<file path="config.mk">
export PLATFORM = sky130hd
export DESIGN_NAME = stq_cell
export DESIGN_NICKNAME = d
export VERILOG_FILES = /design/src/design/stq_pkg.sv /design/src/design/stq_cell.sv
export SDC_FILE = /design/constraint.sdc
export NUM_CORES = 1
export LEC_CHECK = 0
export ABC_CLOCK_PERIOD_IN_PS = 6530
export BUFFER_PORTS_ARGS = -buffer_cell sky130_fd_sc_hd__buf_4
export CORE_MARGIN = 2
export CORE_UTILIZATION = 25
export CTS_CLUSTER_DIAMETER = 60
export DETAILED_ROUTE_END_ITERATION = 10
export PLACE_DENSITY_LB_ADDON = 0.25
export SYNTH_ARGS = -nofsm -noshare
export SYNTH_HDL_FRONTEND = slang
export SYNTH_SLANG_ARGS = --single-unit
export TNS_END_PERCENT = 1
</file>
<file path="constraint.sdc">
create_clock -name clk -period 6.53 [get_ports clk]
set_clock_uncertainty 0.2 [all_clocks]
set_input_delay 0.3265 -clock clk [delete_from_list [all_inputs] [get_ports clk]]
set_output_delay 0.3265 -clock clk [all_outputs]
set_load 0.02 [all_outputs]
</file>
<file path="src/design/stq_pkg.sv">
`default_nettype none
package stq_pkg;
    localparam logic [1:0] FUNC_START = 2'd0;
    localparam logic [1:0] FUNC_STOP  = 2'd1;
    localparam logic [1:0] FUNC_TICK  = 2'd2;
    localparam logic [1:0] EV_ACK     = 2'd0;
    localparam logic [1:0] EV_EXPIRED = 2'd1;
    localparam logic [1:0] EV_SUMMARY = 2'd2;
    localparam logic [1:0] ACT_RESCHED = 2'd0;
    localparam logic [1:0] MODE_NONE     = 2'd0;
    localparam logic [1:0] MODE_PERIODIC = 2'd1;
    localparam logic [1:0] MODE_ONESHOT  = 2'd2;
    localparam logic [1:0] REG_CLOCK_MODE   = 2'd0;
    localparam logic [1:0] REG_PERIODIC_LEN = 2'd1;

    typedef struct packed {
        logic [1:0]  func;
        logic [3:0]  timer_id;
        logic [63:0] length;
        logic [1:0]  action;
    } stq_in_t;

    typedef struct packed {
        logic [1:0]  event_res;
        logic        status;
        logic [3:0]  timer_id_res;
        logic [1:0]  expired_action;
        logic        resched;
        logic        prog_valid;
        logic [63:0] prog_len;
        logic        last;
    } stq_out_t;

    // One queue entry as it moves between cells.
    typedef struct packed {
        logic        valid;
        logic [3:0]  id;
        logic [63:0] rem;
        logic [1:0]  action;
    } stq_entry_t;

    // Broadcast command from the sequencer to every cell.
    typedef struct packed {
        logic        insert;   // insert key entry in sorted place
        logic        remove;   // drop first entry matching id, close gap
        logic        sub;      // subtract tick length from every entry
        logic        pop;      // shift queue toward head by one
        logic [3:0]  id;
        logic [63:0] len;
        logic [1:0]  action;
    } stq_cmd_t;
endpackage
`default_nettype wire

</file>
<file path="src/design/stq_cell.sv">
`default_nettype none
module stq_cell
    import stq_pkg::*;
(
    input  wire logic       clk,
    input  wire logic       rst_n,
    input  wire stq_cmd_t   cmd,
    input  wire stq_entry_t prev_ent,  // neighbor toward head
    input  wire logic       prev_ins,  // key belongs at or before prev
    input  wire logic       prev_rm,   // match found at or before prev
    input  wire stq_entry_t next_ent,  // neighbor toward tail
    output stq_entry_t      ent,
    output logic            ins_here,
    output logic            rm_here
);
    stq_entry_t ent_reg, ent_next;
    logic       gt;

    // Key goes before this entry when entry is empty or strictly later.
    assign gt       = !ent_reg.valid || (ent_reg.rem > cmd.len);
    assign ins_here = prev_ins || gt;
    assign rm_here  = prev_rm || (ent_reg.valid && ent_reg.id == cmd.id);
    assign ent      = ent_reg;

    always_comb
    begin
        ent_next = ent_reg;
        if (cmd.insert)
        begin
            if (prev_ins)
                ent_next = prev_ent;
            else if (gt)
                ent_next = '{valid: 1'b1, id: cmd.id, rem: cmd.len, action: cmd.action};
        end
        else if (cmd.remove || cmd.pop)
        begin
            if (cmd.pop || rm_here)
                ent_next = next_ent;
        end
        else if (cmd.sub)
        begin
            ent_next.rem = ent_reg.rem - cmd.len;
        end
    end

    always_ff @(posedge clk or negedge rst_n)
    begin
        if (!rst_n)
            ent_reg <= '0;
        else
            ent_reg <= ent_next;
    end
endmodule
`default_nettype wire

</file>
# Word level (Yosys, flattened, before mapping)

Cells that the tools add are included.

Reductions and logical operators: 12
Multiplexer cells: 8
Magnitude comparators: 1
$add $sub $neg: 1
Equal/unequal tests: 3

Operators with widths:

| operator             | count |
|---|---|
| $mux W71             | 4 |
| $mux W64             | 2 |
| $gt A64 B64 Y1       | 1 |
| $sub A64 B64 Y64     | 1 |
| $reduce_and A3 Y1    | 2 |
| $logic_or A1 B1 Y1   | 5 |
| $mux W5              | 1 |
| $eq A4 B4 Y1         | 1 |
| $reduce_bool A2 Y1   | 2 |
| $ne A3 B1 Y1 const B | 1 |
| $ne A3 B2 Y1 const B | 1 |
| $reduce_bool A3 Y1   | 1 |
| $mux W2              | 1 |
| $logic_and A1 B1 Y1  | 1 |
| $logic_not A1 Y1     | 1 |

Bits of input ports: 220
Output and inout port bits: 73
Flip-flop bits (word level): 71
Logic and storage cells: 29

# Depth between registers and ports, before layout

Depth in word-level cells: 7
Depth in mapped cells: 15
Mapped depth without buffers: 13

# Worst setup path after synthesis

Ideal clock, no wire load.

Path type: reg2reg
Start point: register ent_reg, in the netlist ent[2]
End point: register ent_reg, in the netlist ent[60]
Data required time: 6,209 ps
Stages on the path, launching flop included: 14
Period minus slack after synthesis: 3,286 ps
Data arrival time: 2,965 ps
Path buffers: 0
Slack: 3,244 ps
Path through: dfrtp_1 -> inv_1 -> ha_1 -> fa_1 -> nand2b_1 -> a21oi_1 -> o21ai_0 -> a311o_1 -> a211oi_2 -> o21ai_1 -> o21bai_1 -> a31oi_1 -> mux2i_1 -> a22o_1

Longest elaborated chain between the ends: 4
Elaborated cells on any way between the ends: 8

RTL lines:

| item                                                                  | RTL line                       | RTL |
|---|---|---|
| start: declaration                                                    | stq_cell.sv:16                 | `stq_entry_t ent_reg, ent_next;` |
| start signal: assignment                                              | stq_cell.sv:51                 | `ent_reg <= ent_next;` |
| $gt A64 B64 Y1 / $sub A64 B64 Y64 (equally long branches)             | stq_cell.sv:20, stq_cell.sv:42 |  |
| $logic_or A1 B1 Y1 / $mux W64 (equally long branches)                 | stq_cell.sv:20, stq_cell.sv:40 |  |
| $ne A3 B1 Y1 (no source line) / $mux W64 (equally long branches)      | n/a                            |  |
| $reduce_and A3 Y1 (no source line) / $mux W71 (equally long branches) | n/a                            |  |

Parallel ways exist; a longest one is shown, timed or not. The select of a mux whose other input is x is not followed.
A chain may end at the register's enable or synchronous reset.

# Worst setup path after layout

Start point: register ent_reg, in the netlist ent[2]
End point: register ent_reg, in the netlist ent[65]

The elaborated chain is that of the path after synthesis.

==> metrics.csv <==
metric;value;unit
cts_inserted_buffers;9;
r2r_slack;2.11;ns
power_density;254;mW/mm^2
tightest_slew;1.04;ns
clock_power_share;19.5;%
synth.most_common_cell;nand2_1;
wl_per_cell;18.8;um
start_util;25.4;%
grt_first_pass_wirelength;57800;um
rsz0062_at_grt;no;
hold_viol_final;0;
ys_ff_latch;71;
cp-end-kind;flop;
firstDrtPassIters;8;
power_leakage;5.50;nW
synthXorXnorAreaFrac;5.60;%
synthTopCellsByArea;dfrtp_1 20%, o21ai_0 10%, nand2_1 9.6%, ha_1 8.8%, a21oi_1 6.6%;
synth_seq_area_share;19.6;%
dieArea;0.0378;sq mm
synth_mux_area_share;4.22;%
power.total;3.00;mW
synthAdderAreaFrac;9.05;%
dieWidth;194;um
layout-drive-gt1-share;23.1;%
switching_share;46.7;%
cts_tree;done;
startpoint_type;flop;
hp-class;input pin to flop;
finalSetupTns;0;ns
async_flop_share;100;%
power_switching;1.40;mW
overflow;0;
yosysTopAreaCellShare;19.6;%
path_class;flop to flop;
syn_inst;1287;
avgSynthCellArea;7.05;sq um
grt_start_max_net_pins;82;
ys.warnings.count;0;
grt_usage;19.4;%
postRouteAntennaNets;0;
rows;69;
grt_pass1_vias;10100;
place_congestion;0.869;
fin_nets;1797;
synthSimpleGateAreaFrac;19.6;%
cp.required;6.55;ns
combPwrFrac;60.0;%
violations;DRC;
max_freq;226;MHz
status;complete, but fails checks;
ios;293;
cts_buffer_depth;2;
cts_resized;0;
antenna_found_initial;0;
synth-compound-area-share;33.7;%
drc_errors;19;
synthesis.nets;1572;
n_antenna_cell;0;
critPathMaxFanout;28;
yosys-top-cells-count;231 x nand2_1, 186 x o21ai_0, 120 x a21oi_1;
drtIter0Drc;646;
cts.sinks;71;
setup-violations-final;0;
synth_area_leader_cell;dfrtp_1;
core_area;0.0357;sq mm
netlist_area;0.00907;sq mm
h-tree-depth;3;
synth_top_family_by_area;compound AO/OA/AOI/OAI gates;
maxCapViolCount;0;
maxSlewViolCount;0;
slew_headroom;30.6;%
peakVddDrop;0.000119;V
p_int;1.60;mW
routed_wirelength;37100;um
largest_register_ffs;71;
die_h;194;um
cp.arrival;4.44;ns
dr_total_vias;10100;
synth_cell_types;76;
syn_to_final_growth;30.2;%
io_buffer_count;292;
via_per_inst;5.10;
synth-edff-count;0;
fin_crit;4.42;ns
timing.final.crit_share;67.7;%
p_seq_share;20.5;%
clk_pin_slew;0.07;ns
yosys_most_used_dff;dfrtp_1;
clk_latency;0.36;ns
dp_hpwl;29700;um
clockRootBuffer;clkbuf_16;
-- layer usage --
metal	global-route usage, %	vias up	share of wire (%)
met1	26.7	4677	47
li1	-	5047	-
met4	4.42	0	1.7
met2	31.6	326	45
met3	3.18	36	5.8
met5	0	-	0
-- critical path: stages, from the launching register on --
cell,delay [ns]
dfrtp_1,0.38
inv_1,0.07
ha_1,0.21
fa_1,0.24
nand2b_1,0.14
a21oi_1,0.11
o31ai_1,0.35
nand3b_1,0.26
a31oi_1,0.43
o2111ai_1,0.24
o21ai_4,0.69
buf_4,0.43
mux2_2,0.37
o41ai_1,0.07
a31oi_1,0.07
-- power groups by stage --
stage	registers, mW	logic [mW]	clock network (mW)
after floorplan	0.711	1.08	0
after global placement	0.619	1.79	0
after detailed placement	0.622	1.79	0
after CTS	0.614	1.80	0.605
after global routing	0.629	1.98	0.620
final	0.614	1.80	0.586
-- stage by stage --
step / cells / instance area, sq um / hold WS, ns / setup slack, ns / utilization (%)
final: 1978 / 11800 / 0.0365 / 2.11 / 33.1
after CTS: 1978 / 11800 / 0.0246 / 2.04 / 33.1
after global placement: 1961 / 11500 / 0.121 / 2.23 / 32.2
after detailed placement: 1961 / 11500 / 0.114 / 2.04 / 32.2
after global routing: 1978 / 11800 / 0.0468 / 1.70 / 33.1
after floorplan: 1287 / 9070 / -0.169 / 3.24 / -
-- path summary, 6_finish.rpt --
path / from / end / cells after the start
worst max register to register: ent[2]$_DFFE_PN0P_ / ent[65]$_DFFE_PN0P_ / 14
worst min-delay path: next_ent[56] / ent[56]$_DFFE_PN0P_ / 3
min in group asynchronous: rst_n / ent[23]$_DFFE_PN0P_ / 2
worst max-delay path: ent[2]$_DFFE_PN0P_ / ent[65]$_DFFE_PN0P_ / 14
worst min register to register: ent[1]$_DFFE_PN0P_ / ent[1]$_DFFE_PN0P_ / 2
max in group asynchronous: rst_n / ent[60]$_DFFE_PN0P_ / 3
-- logic make-up (layout without fill, tap and decap cells) --
family / count (synthesis) / count (layout)
flip-flops: 71 / 71
multiplexers: 38 / 38
AO/OA/AOI/OAI: 492 / 492
buffers and inverters: 164 / 394
AND/OR/NAND/NOR: 399 / 399
adder cells (fa/ha/maj): 65 / 65
XOR/XNOR: 58 / 58
-- layout make-up --
type                       count  area (sq um)
clock buffer                  11           253
inverter                      76           285
timing repair buffer         302          2280
sequential                    71          1780
tap                          461           577
multi-input combinational   1052          6550
clock inverter                 5          80.1
fill                        3928         23800
-- cell usage in the layout, fill, tap and decap left out, drive strengths merged, types with 35 or more instances in the layout --
cell	n
mux2i	36
o21ai	191
dfrtp	71
nand2	232
ha	64
buf	301
a21o	35
nor2	54
a21oi	123
inv	76
-- repair_timing --
action / in CTS / in global routing
hold buffers: 1 / 0
setup buffers: 0 / 0
endpoints found under the hold margin: 30 / 0
(Power assumes the default switching activity.)
